**config.mk**
```make
export PLATFORM = sky130hd
export DESIGN_NAME = rfid_reader_frame_parser_top
export DESIGN_NICKNAME = d
export VERILOG_FILES = /design/src/sv/rrfp_pkg.sv /design/src/sv/rrfp_cfg_regs.sv /design/src/sv/rrfp_core.sv /design/src/sv/rfid_reader_frame_parser_top.sv
export SDC_FILE = /design/constraint.sdc
export NUM_CORES = 1
export LEC_CHECK = 0
export BUFFER_PORTS_ARGS = -buffer_cell sky130_fd_sc_hd__buf_2
export CAP_MARGIN = 20
export CORE_MARGIN = 2
export CORE_UTILIZATION = 61
export CTS_CLUSTER_SIZE = 40
export DETAILED_ROUTE_END_ITERATION = 7
export GPL_TIMING_DRIVEN = 0
export PLACE_DENSITY_LB_ADDON = 0.3
export SETUP_SLACK_MARGIN = 0.1
export SLEW_MARGIN = 20
export SYNTH_ARGS = -nofsm -noshare
export SYNTH_HDL_FRONTEND = slang
export SYNTH_HIERARCHICAL = 1
export SYNTH_SLANG_ARGS = --single-unit
export TNS_END_PERCENT = 100
```
**constraint.sdc**
```tcl
create_clock -name clk -period 11.25 [get_ports clk]
set_input_delay 0.5625 -clock clk [delete_from_list [all_inputs] [get_ports clk]]
set_output_delay 0.5625 -clock clk [all_outputs]
set_load 0.03 [all_outputs]
```
**src/sv/rrfp_pkg.sv**
```systemverilog
package rrfp_pkg;

    // Fixed frame layout: header, type, command, two length bytes, checksum, end
    localparam int FRAME_OVERHEAD = 7;

    // Register reset values
    localparam logic [7:0] HEADER_RESET  = 8'd187;
    localparam logic [7:0] END_RESET     = 8'd126;
    localparam logic [7:0] TYPE_RESET    = 8'd0;
    localparam logic [7:0] COMMAND_RESET = 8'd0;

    typedef enum logic [2:0] {
        VERDICT_SKIPPED  = 3'd0,
        VERDICT_ACCEPTED = 3'd1,
        VERDICT_GOOD     = 3'd2,
        VERDICT_OVERFLOW = 3'd3,
        VERDICT_BAD_END  = 3'd4,
        VERDICT_CHECKSUM = 3'd5
    } verdict_t;

    typedef enum logic [1:0] {
        REG_HEADER  = 2'd0,
        REG_END     = 2'd1,
        REG_TYPE    = 2'd2,
        REG_COMMAND = 2'd3
    } reg_index_t;

    typedef struct packed {
        logic [7:0] header_byte;
        logic [7:0] end_byte;
        logic [7:0] wanted_type;
        logic [7:0] wanted_command;
    } cfg_t;

    typedef struct packed {
        verdict_t    verdict;
        logic [7:0]  byte_position;
        logic [7:0]  byte_echo;
        logic [7:0]  frame_type;
        logic [7:0]  frame_command;
        logic [15:0] payload_size;
        logic        type_command_match;
    } result_t;

endpackage

```
**src/sv/rrfp_cfg_regs.sv**
```systemverilog
module rrfp_cfg_regs (
    input  logic                 clk,
    input  logic                 rst_n,
    input  logic                 psel,
    input  logic                 penable,
    input  logic                 pwrite,
    input  logic [3:0]           paddr,
    input  logic [31:0]          pwdata,
    output logic [31:0]          prdata,
    output logic                 pready,
    output rrfp_pkg::cfg_t       cfg
);
    import rrfp_pkg::*;

    cfg_t       cfg_reg;
    reg_index_t index;
    logic       write_en;

    assign index    = reg_index_t'(paddr[3:2]);
    assign write_en = psel && penable && pwrite;
    assign pready   = 1'b1;
    assign cfg      = cfg_reg;

    // Write the addressed register on the access cycle
    always_ff @(posedge clk or negedge rst_n)
    begin
        if (!rst_n)
        begin
            cfg_reg.header_byte    <= HEADER_RESET;
            cfg_reg.end_byte       <= END_RESET;
            cfg_reg.wanted_type    <= TYPE_RESET;
            cfg_reg.wanted_command <= COMMAND_RESET;
        end
        else if (write_en)
        begin
            unique case (index)
                REG_HEADER:  cfg_reg.header_byte    <= pwdata[7:0];
                REG_END:     cfg_reg.end_byte       <= pwdata[7:0];
                REG_TYPE:    cfg_reg.wanted_type    <= pwdata[7:0];
                REG_COMMAND: cfg_reg.wanted_command <= pwdata[7:0];
            endcase
        end
    end

    // Read back the addressed register
    always_comb
    begin
        unique case (index)
            REG_HEADER:  prdata = 32'(cfg_reg.header_byte);
            REG_END:     prdata = 32'(cfg_reg.end_byte);
            REG_TYPE:    prdata = 32'(cfg_reg.wanted_type);
            REG_COMMAND: prdata = 32'(cfg_reg.wanted_command);
        endcase
    end

endmodule

```
**src/sv/rrfp_core.sv**
```systemverilog
module rrfp_core #(
    parameter int BUFFER_BYTES = 256
) (
    input  logic                 clk,
    input  logic                 rst_n,
    input  logic                 step,
    input  logic [7:0]           rx_byte,
    input  rrfp_pkg::cfg_t       cfg,
    output rrfp_pkg::result_t    result
);
    import rrfp_pkg::*;

    // Position and total length both fit the buffer size itself
    localparam int PW = $clog2(BUFFER_BYTES + 1);
    localparam int LW = PW + 1;

    logic [PW-1:0] pos_reg,     pos_next;
    logic [PW-1:0] total_reg,   total_next;
    logic [7:0]    sum_reg,     sum_next;
    logic [7:0]    type_reg,    type_next;
    logic [7:0]    command_reg, command_next;
    logic [7:0]    len_hi_reg,  len_hi_next;

    logic [16:0]   full_total;
    logic          overflow;
    logic [LW-1:0] pos_ext;
    logic [LW-1:0] total_ext;
    logic          in_body;
    logic          at_checksum;
    verdict_t      verdict;
    logic          match;
    logic [15:0]   plen;

    assign full_total = 17'(FRAME_OVERHEAD) + {1'b0, len_hi_reg, rx_byte};
    assign overflow   = full_total > 17'(BUFFER_BYTES);
    assign pos_ext    = LW'(pos_reg);
    assign total_ext  = LW'(total_reg);
    assign in_body    = (pos_reg <= PW'(4)) || (pos_ext + LW'(3) <= total_ext);
    assign at_checksum = (pos_ext + LW'(2) == total_ext);

    // Decode one byte against the current frame position
    always_comb
    begin
        pos_next     = pos_reg;
        total_next   = total_reg;
        sum_next     = sum_reg;
        type_next    = type_reg;
        command_next = command_reg;
        len_hi_next  = len_hi_reg;
        verdict      = VERDICT_ACCEPTED;
        match        = 1'b0;
        plen         = 16'd0;

        if (pos_reg == '0)
        begin
            if (rx_byte != cfg.header_byte)
                verdict = VERDICT_SKIPPED;
            else
                pos_next = PW'(1);
        end
        else
        begin
            // Capture header fields
            if (pos_reg == PW'(1))
                type_next = rx_byte;
            if (pos_reg == PW'(2))
                command_next = rx_byte;
            if (pos_reg == PW'(3))
                len_hi_next = rx_byte;
            if (pos_reg == PW'(4))
            begin
                plen = {len_hi_reg, rx_byte};
                if (overflow)
                    verdict = VERDICT_OVERFLOW;
                else
                    total_next = PW'(full_total);
            end
            else if (pos_reg > PW'(4))
            begin
                plen = 16'(total_reg) - 16'(FRAME_OVERHEAD);
            end

            // Accumulate, strip the checksum, then judge the end byte
            if (verdict == VERDICT_ACCEPTED)
            begin
                priority if (in_body)
                    sum_next = sum_reg + rx_byte;
                else if (at_checksum)
                    sum_next = sum_reg - rx_byte;
                else
                begin
                    if (rx_byte != cfg.end_byte)
                        verdict = VERDICT_BAD_END;
                    else if (sum_reg != 8'd0)
                        verdict = VERDICT_CHECKSUM;
                    else
                    begin
                        verdict = VERDICT_GOOD;
                        match   = (type_reg == cfg.wanted_type) &&
                                  (command_reg == cfg.wanted_command);
                    end
                end
                pos_next = pos_reg + PW'(1);
            end
        end

        // Drop back to idle after any final verdict
        if (verdict != VERDICT_SKIPPED && verdict != VERDICT_ACCEPTED)
        begin
            pos_next     = '0;
            total_next   = '0;
            sum_next     = 8'd0;
            type_next    = 8'd0;
            command_next = 8'd0;
            len_hi_next  = 8'd0;
        end
    end

    // Shape the result for this byte
    always_comb
    begin
        result.verdict            = verdict;
        result.byte_position      = (verdict == VERDICT_SKIPPED) ? 8'd0 : 8'(pos_reg);
        result.byte_echo          = rx_byte;
        result.frame_type         = (pos_reg == PW'(1)) ? rx_byte : type_reg;
        result.frame_command      = (pos_reg == PW'(2)) ? rx_byte : command_reg;
        result.payload_size       = plen;
        result.type_command_match = match;
    end

    // Hold frame state between bytes
    always_ff @(posedge clk or negedge rst_n)
    begin
        if (!rst_n)
        begin
            pos_reg     <= '0;
            total_reg   <= '0;
            sum_reg     <= 8'd0;
            type_reg    <= 8'd0;
            command_reg <= 8'd0;
            len_hi_reg  <= 8'd0;
        end
        else if (step)
        begin
            pos_reg     <= pos_next;
            total_reg   <= total_next;
            sum_reg     <= sum_next;
            type_reg    <= type_next;
            command_reg <= command_next;
            len_hi_reg  <= len_hi_next;
        end
    end

endmodule

```
**src/sv/rfid_reader_frame_parser_top.sv**
```systemverilog
// A byte accepted into the input register is parsed by the core into the result
// register, where out_valid rises; a blocked result register holds it back.
// Throughput: one byte per cycle while out_ready allows; the input and result registers
// each take a new request whenever the stage after them empties in the same cycle.
// Reset (rst_n low, asynchronous) empties both registers, returns the parser to
// idle and loads header 187, end 126, wanted type 0 and wanted command 0.
module rfid_reader_frame_parser_top #(
    parameter int BUFFER_BYTES = 256
) (
    input  logic        clk,
    input  logic        rst_n,
    input  logic        psel,
    input  logic        penable,
    input  logic        pwrite,
    input  logic [3:0]  paddr,
    input  logic [31:0] pwdata,
    output logic [31:0] prdata,
    output logic        pready,
    input  logic        in_valid,
    output logic        in_ready,
    input  logic [7:0]  rx_byte,
    output logic        out_valid,
    input  logic        out_ready,
    output logic [2:0]  verdict,
    output logic [7:0]  byte_position,
    output logic [7:0]  byte_echo,
    output logic [7:0]  frame_type,
    output logic [7:0]  frame_command,
    output logic [15:0] payload_size,
    output logic        type_command_match
);
    import rrfp_pkg::*;

    cfg_t       cfg;
    result_t    core_result;
    result_t    out_result_reg;
    logic       out_valid_reg;
    logic       s1_valid_reg;
    logic [7:0] s1_byte_reg;
    logic       out_free;
    logic       advance;
    logic       accept;

    rrfp_cfg_regs u_cfg_regs (
        .clk     (clk),
        .rst_n   (rst_n),
        .psel    (psel),
        .penable (penable),
        .pwrite  (pwrite),
        .paddr   (paddr),
        .pwdata  (pwdata),
        .prdata  (prdata),
        .pready  (pready),
        .cfg     (cfg)
    );

    rrfp_core #(
        .BUFFER_BYTES (BUFFER_BYTES)
    ) u_core (
        .clk     (clk),
        .rst_n   (rst_n),
        .step    (advance),
        .rx_byte (s1_byte_reg),
        .cfg     (cfg),
        .result  (core_result)
    );

    // Pipeline handshake
    assign out_free = !out_valid_reg || out_ready;
    assign advance  = s1_valid_reg && out_free;
    assign in_ready = !s1_valid_reg || out_free;
    assign accept   = in_valid && in_ready;

    // Input register: hold the request until the parser takes it
    always_ff @(posedge clk or negedge rst_n)
    begin
        if (!rst_n)
            s1_valid_reg <= 1'b0;
        else if (accept)
            s1_valid_reg <= 1'b1;
        else if (advance)
            s1_valid_reg <= 1'b0;
    end

    always_ff @(posedge clk)
    begin
        if (accept)
            s1_byte_reg <= rx_byte;
    end

    // Result register: hold until the consumer takes it
    always_ff @(posedge clk or negedge rst_n)
    begin
        if (!rst_n)
            out_valid_reg <= 1'b0;
        else if (advance)
            out_valid_reg <= 1'b1;
        else if (out_ready)
            out_valid_reg <= 1'b0;
    end

    always_ff @(posedge clk)
    begin
        if (advance)
            out_result_reg <= core_result;
    end

    assign out_valid          = out_valid_reg;
    assign verdict            = out_result_reg.verdict;
    assign byte_position      = out_result_reg.byte_position;
    assign byte_echo          = out_result_reg.byte_echo;
    assign frame_type         = out_result_reg.frame_type;
    assign frame_command      = out_result_reg.frame_command;
    assign payload_size       = out_result_reg.payload_size;
    assign type_command_match = out_result_reg.type_command_match;

    // A match is only reported on a good frame
    assert property (@(posedge clk) disable iff (!rst_n)
        out_valid && type_command_match |-> out_result_reg.verdict == VERDICT_GOOD)
        else $error("match flag outside a good frame");

    // A skipped byte carries position zero
    assert property (@(posedge clk) disable iff (!rst_n)
        out_valid && out_result_reg.verdict == VERDICT_SKIPPED |-> byte_position == 8'd0)
        else $error("skipped byte with nonzero position");

    // A parsed byte always lands in the result register
    assert property (@(posedge clk) disable iff (!rst_n)
        advance |=> out_valid_reg)
        else $error("parsed byte lost");

    // Input stalls only when both stages are full and the output is blocked
    assert property (@(posedge clk) disable iff (!rst_n)
        !in_ready |-> s1_valid_reg && out_valid_reg && !out_ready)
        else $error("input stalled with room in the pipeline");

endmodule

```
# --- Word-level counts from Yosys, hierarchy flattened ---
# Cells that the tools add are included.
classes:
  addsub: 7
  bitwise: 1
  n_eq_ne: 17
  magnitude_cmp: 4
  muxes: 39
  reduce_logical: 33
ops:
  columns: ["cell", "count"]
  rows:
  - ["$pmux 32 s4", 1]
  - ["$mux 8", 14]
  - ["$mux 9", 8]
  - ["$mux 16", 2]
  - ["$mux 3", 8]
  - ["$add 9x2->10 const B", 2]
  - ["$eq 9x2->1 const B", 2]
  - ["$add 3x16->17 const A", 1]
  - ["$gt 17x9->1 const B", 1]
  - ["$eq 8x8->1", 2]
  - ["$ne 8x8->1", 2]
  - ["$eq 10x9->1", 1]
  - ["$le 10x9->1", 1]
  - ["$reduce_and 2->1", 5]
  - ["$reduce_bool 2->1", 5]
  - ["$sub 9x3->10 const B", 1]
  - ["$add 9x1->9 const B", 1]
  - ["$eq 9x1->1 const B", 1]
  - ["$eq 9x3->1 const B", 1]
  - ["$gt 9x3->1 const B", 1]
  - ["$le 9x3->1 const B", 1]
  - ["$logic_not 9->1", 1]
  - ["$reduce_bool 3->1", 3]
  - ["$add 8x8->8", 1]
  - ["19 further kinds", 35]
word_totals:
  ff_bits: 144
  inputBits: 51

# --- Logic depth before layout (Yosys ltp) ---
# Gate-level depths: netlist of the first run.
depth:
  word_depth: 13
  ltp_mapped: 22
  mapped_depth_nobuf: 21

# --- By module ---
# Netlist of the first run, hierarchy kept.
by_module_without_submodules:
  columns: ["mod", "seq_area_each_um2", "cells_per_inst", "n_inst", "area_each_um2"]
  rows:
  - ["rrfp_core", 1251.2, 570, 1, 4596.9]
  - ["rfid_reader_frame_parser_top", 1851.8, 68, 1, 1905.6]
  - ["rrfp_cfg_regs", 815.8, 107, 1, 1640.3]

# --- Worst setup path after synthesis of the first run ---
# No wires, ideal clock.
synth_path:
  path_type: "register to register"
  from: "register u_core.pos_reg[3]"
  to: "register u_core.sum_reg[7]"
  arrival_ns: 4.928
  setup_time_ns: 0.101
  setup_slack_ns: 6.221
  period_less_slack_ns: 5.029
  stages_incl_launch_ff: 23
  required_ns: 11.149
  path_cell_list: "dfrtp_1 -> buf_2 -> clkbuf_1 -> nand2_1 -> nand4bb_1 -> xnor2_1 -> ha_1 -> and3_1 -> a221o_1 -> or3_1 -> a21boi_0 -> or2_2 -> clkbuf_1 -> mux2_2 -> ha_1 -> a21o_1 -> a21oi_1 -> o21bai_1 -> a2111oi_0 -> nor3_1 -> xor2_1 -> o21a_1 -> o32ai_1"
synth_between:
  elab_chain_cells: 11
synth_lines:
  columns: ["item", "line_no", "text"]
  rows:
  - ["start: declaration", "rrfp_core.sv:17", "logic [PW-1:0] pos_reg, pos_next;"]
  - ["start signal: assignment", "rrfp_core.sv:145", "pos_reg <= pos_next;"]
  - ["parallel branches: the longest is 11 deep, another holds $add 9x2->10", null, null]
  - ["end signal: assignment", "rrfp_core.sv:147", "sum_reg <= sum_next;"]
  - ["end: declaration", "rrfp_core.sv:19", "logic [7:0] sum_reg, sum_next;"]
# Several ways; the timed one is not identified. The select of a mux whose other input is x is not followed.
# A chain may end at the register's enable or synchronous reset.

# --- Worst setup path after layout of the first run ---
# Same ends and word-level chain as after synthesis.

==> results of run 1 <==
[worst reg2reg max path, stage by stage, from the launching register on]
cell and delay [ns]:
dfrtp_1 0.42, buf_2 0.26, clkbuf_1 0.38, nand2_1 0.14
nand4bb_1 0.24, xnor2_1 0.20, ha_1 0.25, and3_1 0.18
a221o_1 0.35, or3_1 0.40, a21boi_0 0.34, or2_2 0.18
clkbuf_1 0.23, mux2_2 0.39, ha_1 0.27, a21o_1 0.18
a21oi_1 0.24, o21bai_1 0.13, a2111oi_0 0.40, nor3_1 0.14
xor2_1 0.21, nand2_1 0.08, o32ai_1 0.25
[kinds of logic (layout without fill, tap and decap cells)]
| family | Yosys count | in the layout |
|---|---|---|
| XOR/XNOR | 70 | 70 |
| buffers and inverters | 96 | 215 |
| AO/OA/AOI/OAI | 130 | 130 |
| AND/OR/NAND/NOR | 220 | 220 |
| adder cells (fa/ha/maj) | 28 | 28 |
| multiplexers | 55 | 55 |
| other | 2 | 25 |
| flip-flops | 144 | 144 |
[area by class of cell]
| cell class | count | area, µm² |
|---|---|---|
| Sequential cell | 144 | 3919 |
| Multi-Input combinational cell | 528 | 3794 |
| Fill cell | 939 | 3660 |
| Timing Repair Buffer | 87 | 460.4 |
| Buffer | 76 | 451.7 |
| Clock buffer | 21 | 450.4 |
| Tap cell | 176 | 220.2 |
| Clock inverter | 11 | 107.6 |
| Inverter | 20 | 75.07 |
[routing by layer]
metal / GRT usage / vias to the layer above / wire length, µm
met5: 0 / - / 0
met4: 0.1360 / 0 / 697
met3: 0.04800 / 58 / 1456
met2: 0.5111 / 333 / 10620
met1: 0.3817 / 3147 / 7880
li1: - / 2881 / -
[final timing paths]
path / from / cells past startpoint / to
max: u_core/pos_reg[3] / 22 / u_core/sum_reg[7]
min: rst_n / 1 / u_core/pos_reg[7]
max reg2reg: u_core/pos_reg[3] / 22 / u_core/sum_reg[7]
min reg2reg: u_core/sum_reg[2] / 2 / u_core/sum_reg[2]
max in group asynchronous: rst_n / 2 / u_cfg_regs/cfg[21]
min in group clk: rx_byte[2] / 1 / s1_byte_reg[2]
[power by group]
| group | switching, mW | internal, mW | leakage [nW] |
|---|---|---|---|
| clock | 0.219 | 0.312 | 0.268 |
| combinational | 0.763 | 0.472 | 2.27 |
| sequential | 0.134 | 0.742 | 1.65 |
[placed cells by master (no fill, tap or decap), drive strengths merged, types with 4 or more instances in the layout]
cell / instances
nand2b: 9
and3: 11
a21oi: 11
nor2: 24
dfrtp: 72
o22ai: 4
and2: 5
nand2: 87
xnor2: 30
a211oi: 4
conb: 25
ha: 27
nand3b: 4
mux4: 8
nor3: 16
o31ai: 7
edfxtp: 60
nor2b: 8
nand4: 9
nand3: 14
nor4: 13
inv: 23
a22o: 9
a21o: 6
mux2: 47
clkbuf: 44
or3: 8
dfstp: 12
o21ai: 56
o21a: 10
buf: 140
xor2: 40
clkinv: 5
[per-stage QoR]
stage                     cells  total power, mW  cell area [µm²]
final                      1063            2.642             9478
after CTS                  1063            2.627             9478
after floorplan             768            1.749             8229
after global placement     1030            2.020             8880
after global routing       1063            2.784             9478
after detailed placement   1031            2.082             8920
==> reports/qor.yml, run 1 <==
ys_seq_elements: 144
die_y_um: 119.5
synth_top_cells_by_count: "87 x nand2_1, 72 x dfrtp_1, 60 x edfxtp_1"
finalMaxSlewViolations: 0
post-place-ws_ns: 5.406
fin_skew_ns: 0.007550
crit_fanout: 10
largest_register_ffs: 32
status: "completed"
drtPass1Iterations: 5
grt_pass1_wl_um: 32780
fin_util: 0.7214
die_x_um: 119.5
setup.worst_path.class: "register to register"
cts_max_level: 4
antenna_found_initial: 0
end_kind: "register"
core_mm2: 0.01314
numCtsBuffers: 17
power_density_mw_per_mm2: 278.8
vias: 6419
place.gp.congestion: 0.9497
nNetsFinal: 953
synth_cell_types: 71
portBuffers: 86
yosys.area_share.simple: 0.1409
numClockSinks: 144
synth_area_leaders: "dfrtp_1 22%, edfxtp_1 22%, mux2_2 6.5%, xor2_1 4.3%, ha_1 4.1%"
hold_violations: 0
leakage_nw: 4.187
cp_top_family: "compound AO/OA/AOI/OAI gates"
yosysTopAreaCell: "dfrtp_1"
startpoint_type: "register"
cp_data_arrival_time_ns: 6.28
whs_ns: 0.05496
globalRoute.totalOverflow: 0
io_pins: 138
via_per_inst: 6.039
synthCells: 745
hp-class: "input port to async pin"
yosys_warnings: 6
timing.final.ws_setup_ns: 5.295
synth_ff_type: "dfrtp_1"
synth_top_family_by_area: "simple AND/OR/NAND/NOR gates"
crit_chain: "buf_2 > clkbuf_1 > nand2_1 > nand4bb_1 > xnor2_1 > ha_1 > and3_1 > a221o_1 > or3_1 > a21boi_0 > or2_2 > clkbuf_1 > mux2_2 > ha_1 > a21o_1 > a21oi_1 > o21bai_1 > a2111oi_0 > nor3_1 > xor2_1 > nand2_1 > o32ai_1"
drive_gt1_frac: 0.2785
fin_setup_tns_ns: 0
route.detailed.drc: 0
dieArea_mm2: 0.01429
wl_per_cell_um: 19.43
grt_usage: 0.3009
clockRootBuffer: "clkbuf_16"
synth_top_area_frac: 0.2213
finalSetupViolations: 0
clkLatencyLatePin_ns: 0.43
clk_pin_slew_ns: 0.06
routed_wl_um: 20650
worstMarginPinSlew_ns: 1.053
synth_xor_area_frac: 0.07529
cts_buffer_depth: 2
worst-path-buf-inv: 3
grt_setup_unrepaired: "no"
grt_pass1_vias: 6283
synthArstFlopShare: 0.5833
area_growth_pct: 16.40
vdd_ir_drop_max_mv: 0.1563
cts_resized: 0
tritoncts: "yes"
synth_fa_ha_area_frac: 0.04395
grt_max_degree: 60
cpMaxStageDelayCell: "dfrtp_1"
relSlewSlack: 0.2934
syn_avg_cell_area_um2: 10.93
slowest_delay_ns: 0.42
dp_hpwl_um: 14650
n_antenna_cell: 0
cts_setup_buffers: 0
synthMuxAreaShare: 0.08712
maxCapViolCount: 0
synth_edf_count: 60
cts_hold_buf: 0
initial_core_util: 0.6198
min_period_ns: 5.955
final_antenna_net_count: 0
syn-cell-area_mm2: 0.008143
required_ns: 11.57
finalCritPeriodShare: 0.5294
yosysMostFrequentCell: "nand2_1"
drt_iter0_drc: 515
std_cell_rows: 42
reg2reg_setup_slack_ns: 5.29
synth_compound_area_frac: 0.1059
synth-seq-area-share: 0.4813
fmax_mhz: 167.9
Power figures use the tool's default switching activity.
==> run 2, diff against run 1 <==
--- a/config.mk
+++ b/config.mk
@@ -5,10 +5,11 @@
 export SDC_FILE = /design/constraint.sdc
 export NUM_CORES = 1
 export LEC_CHECK = 0
+export ABC_AREA = 1
 export BUFFER_PORTS_ARGS = -buffer_cell sky130_fd_sc_hd__buf_2
 export CAP_MARGIN = 20
 export CORE_MARGIN = 2
-export CORE_UTILIZATION = 61
+export CORE_UTILIZATION = 52
 export CTS_CLUSTER_SIZE = 40
 export DETAILED_ROUTE_END_ITERATION = 7
 export GPL_TIMING_DRIVEN = 0
==> constraint.sdc (replaced) <==
create_clock -name clk -period 5.47 [get_ports clk]
set_input_delay 0.2735 -clock clk [delete_from_list [all_inputs] [get_ports clk]]
set_output_delay 0.2735 -clock clk [all_outputs]
set_load 0.03 [all_outputs]
==> run 2 against run 1 <==
Compared with the run above:
- critical path depth increased by 6
- via count increased by 17%
- core utilization decreased by 10 points
- final cell count increased by 33%
- clock-buffer cell count increased by 2
- clock skew decreased by 0.00072 ns
- sequential cell count unchanged
- area after synthesis increased by 7.0%
- non-clock buffer count decreased by 1
- hold slack got worse by 0.035 ns
- clock power increased by 130%
- register-to-register slack got worse by 4.3 ns
- critical endpoint is now u_core/sum_reg[6]
==> reports/qor.yml, run 2 <==
status: "completed"
layout.cells.non_filler: 1409
drive_gt1_frac: 0.2161
end_kind: "register"
hold_violations: 0
synth-seq-area-share: 0.4497
grt_usage: 0.2719
cpMaxStageDelayCell: "dfrtp_1"
slowest_delay_ns: 0.52
antenna_found_initial: 0
final_antenna_net_count: 0
power_density_mw_per_mm2: 517.5
place.gp.congestion: 0.9404
cp_data_arrival_time_ns: 4.88
syn_avg_cell_area_um2: 8.347
drtPass1Iterations: 5
n_antenna_cell: 0
routed_wl_um: 23130
clkLatencyLatePin_ns: 0.43
r2r_start: "u_core/pos_reg[0]"
nNetsFinal: 1255
startpoint: "u_core/pos_reg[0]"
cts_buffer_depth: 2
most-common-layout-cells: "309 x nand2_1, 95 x buf_2, 80 x inv_1, 74 x nand3_1, 72 x dfrtp_1"
clk_pin_slew_ns: 0.06
core_mm2: 0.01647
startpoint_type: "register"
vias: 7519
whs_ns: 0.02039
initial_core_util: 0.5293
io_pins: 138
synth_top_cells_by_count: "309 x nand2_1, 80 x inv_1, 74 x nand3_1"
dp_hpwl_um: 17190
dieArea_mm2: 0.01781
grt_setup_unrepaired: "no"
hp-class: "input port to register"
synth_cell_types: 42
cts_max_level: 4
required_ns: 5.84
finalMaxSlewViolations: 0
hold_start: "rx_byte[1]"
globalRoute.totalOverflow: 0
min_period_ns: 4.504
die_y_um: 133.5
finalCritPeriodShare: 0.8234
synth_top_area_frac: 0.2067
grt_pass1_wl_um: 37250
syn-cell-area_mm2: 0.008715
num-fill-cells: 1456
relSlewSlack: 0.5730
die_x_um: 133.5
ys_seq_elements: 144
vdd_ir_drop_max_mv: 0.3059
synth_edf_count: 60
yosysTopAreaCell: "dfrtp_1"
portBuffers: 86
drt_iter0_drc: 902
finalSetupViolations: 0
cts_setup_buffers: 0
yosys_warnings: 6
setup.worst_path.class: "register to register"
route.detailed.drc: 0
worstMarginPinSlew_ns: 0.6321
numCtsBuffers: 17
crit_top_cell: "nand2_1"
via_per_inst: 5.336
std_cell_rows: 47
synthCells: 1044
yosysMostFrequentCell: "nand2_1"
largest_register_ffs: 32
final_common_cell: "nand2_1"
clockRootBuffer: "clkbuf_16"
synth_area_leaders: "dfrtp_1 21%, edfxtp_1 21%, nand2_1 13%, nand3_1 4.2%, ha_1 3.9%"
grt_pass1_vias: 7161
fin_skew_ns: 0.006832
area_growth_pct: 17.50
grt_max_degree: 57
synth_ff_type: "dfrtp_1"
synthArstFlopShare: 0.5833
tritoncts: "yes"
leakage_nw: 4.919
fmax_mhz: 222.0
maxCapViolCount: 0
crit_fanout: 8
wl_per_cell_um: 16.42
fin_total_pwr_mw: 5.299
place_inst: 1376
numClockSinks: 144
[run 2: worst max-delay path, delay by kind of cell (launching register included)]
family / cells / cell delay (ns)
and+or+nand+nor: 17 / 1.64
adders and majority gates: 3 / 0.99
DFF: 1 / 0.52
xor gates and xnor gates: 2 / 0.33
AOI/OAI and AO/OA: 3 / 0.58
buffers and inverters: 3 / 0.39
[run 2: timing repair]
item / in CTS / in global routing
resized for setup: 0 / 0
endpoints found under the hold margin: 28 / 0
hold buffers: 1 / 0
[run 2: kinds of logic (layout without fill, tap and decap cells)]
group / count (synthesis) / count (layout) / synth area share
buf+inv: 168 / 290 / 0.09964
other cells: 2 / 25 / 0.0008618
flops: 144 / 144 / 0.4497
compound gates: 99 / 99 / 0.06102
xor+xnor: 50 / 50 / 0.05025
fa+ha+maj: 28 / 28 / 0.04106
simple gates: 553 / 553 / 0.2975
[run 2: routing by layer]
metal	part of all wire	wire (µm)	up-vias	global-route usage
met5	0	0	-	0
met4	0.039	892	0	0.1229
met3	0.067	1540	63	0.05822
met2	0.49	11260	272	0.4556
met1	0.41	9438	3545	0.3393
li1	-	-	3639	-
[run 2: worst paths after layout]
kind,endpoint,slack [ns],cells after the start
max in group asynchronous,u_cfg_regs/cfg[21],4.46,3
worst min-delay path,s1_byte_reg[1],0.02,1
worst max register to register,u_core/sum_reg[6],0.97,28
worst max-delay path,u_core/sum_reg[6],0.97,28
min in group asynchronous,u_core/pos_reg[7],0.33,2
worst min register to register,u_cfg_regs/cfg[28],0.48,2
[run 2: cell type report]
class                      instances  area, µm²  area share
multi-input combinational        755       4025      0.3931
sequential                       144       3919      0.3827
timing repair buffer              90      525.5     0.05132
clock buffer                      23      500.5     0.04888
buffer                            72      500.5     0.04888
inverter                          96      367.9     0.03592
tap                              220      275.3     0.02688
clock inverter                     9      126.4     0.01234
[run 2: per-stage QoR]
step / util / area (µm²) / worst slack [ns] / setup TNS (ns)
after detailed placement: 0.5832 / 9603 / 1.126 / 0
final: 0.6219 / 10240 / 0.9658 / 0
after global placement: 0.5774 / 9507 / -0.4458 / -14.47
after floorplan: - / 8801 / 1.020 / 0
after global routing: 0.6219 / 10240 / 0.5689 / 0
after CTS: 0.6219 / 10240 / 1.055 / 0
[run 2: power breakdown]
group          internal (mW)  switching (mW)
combinational          0.803            1.56
sequential              1.48           0.230
clock                  0.781           0.440
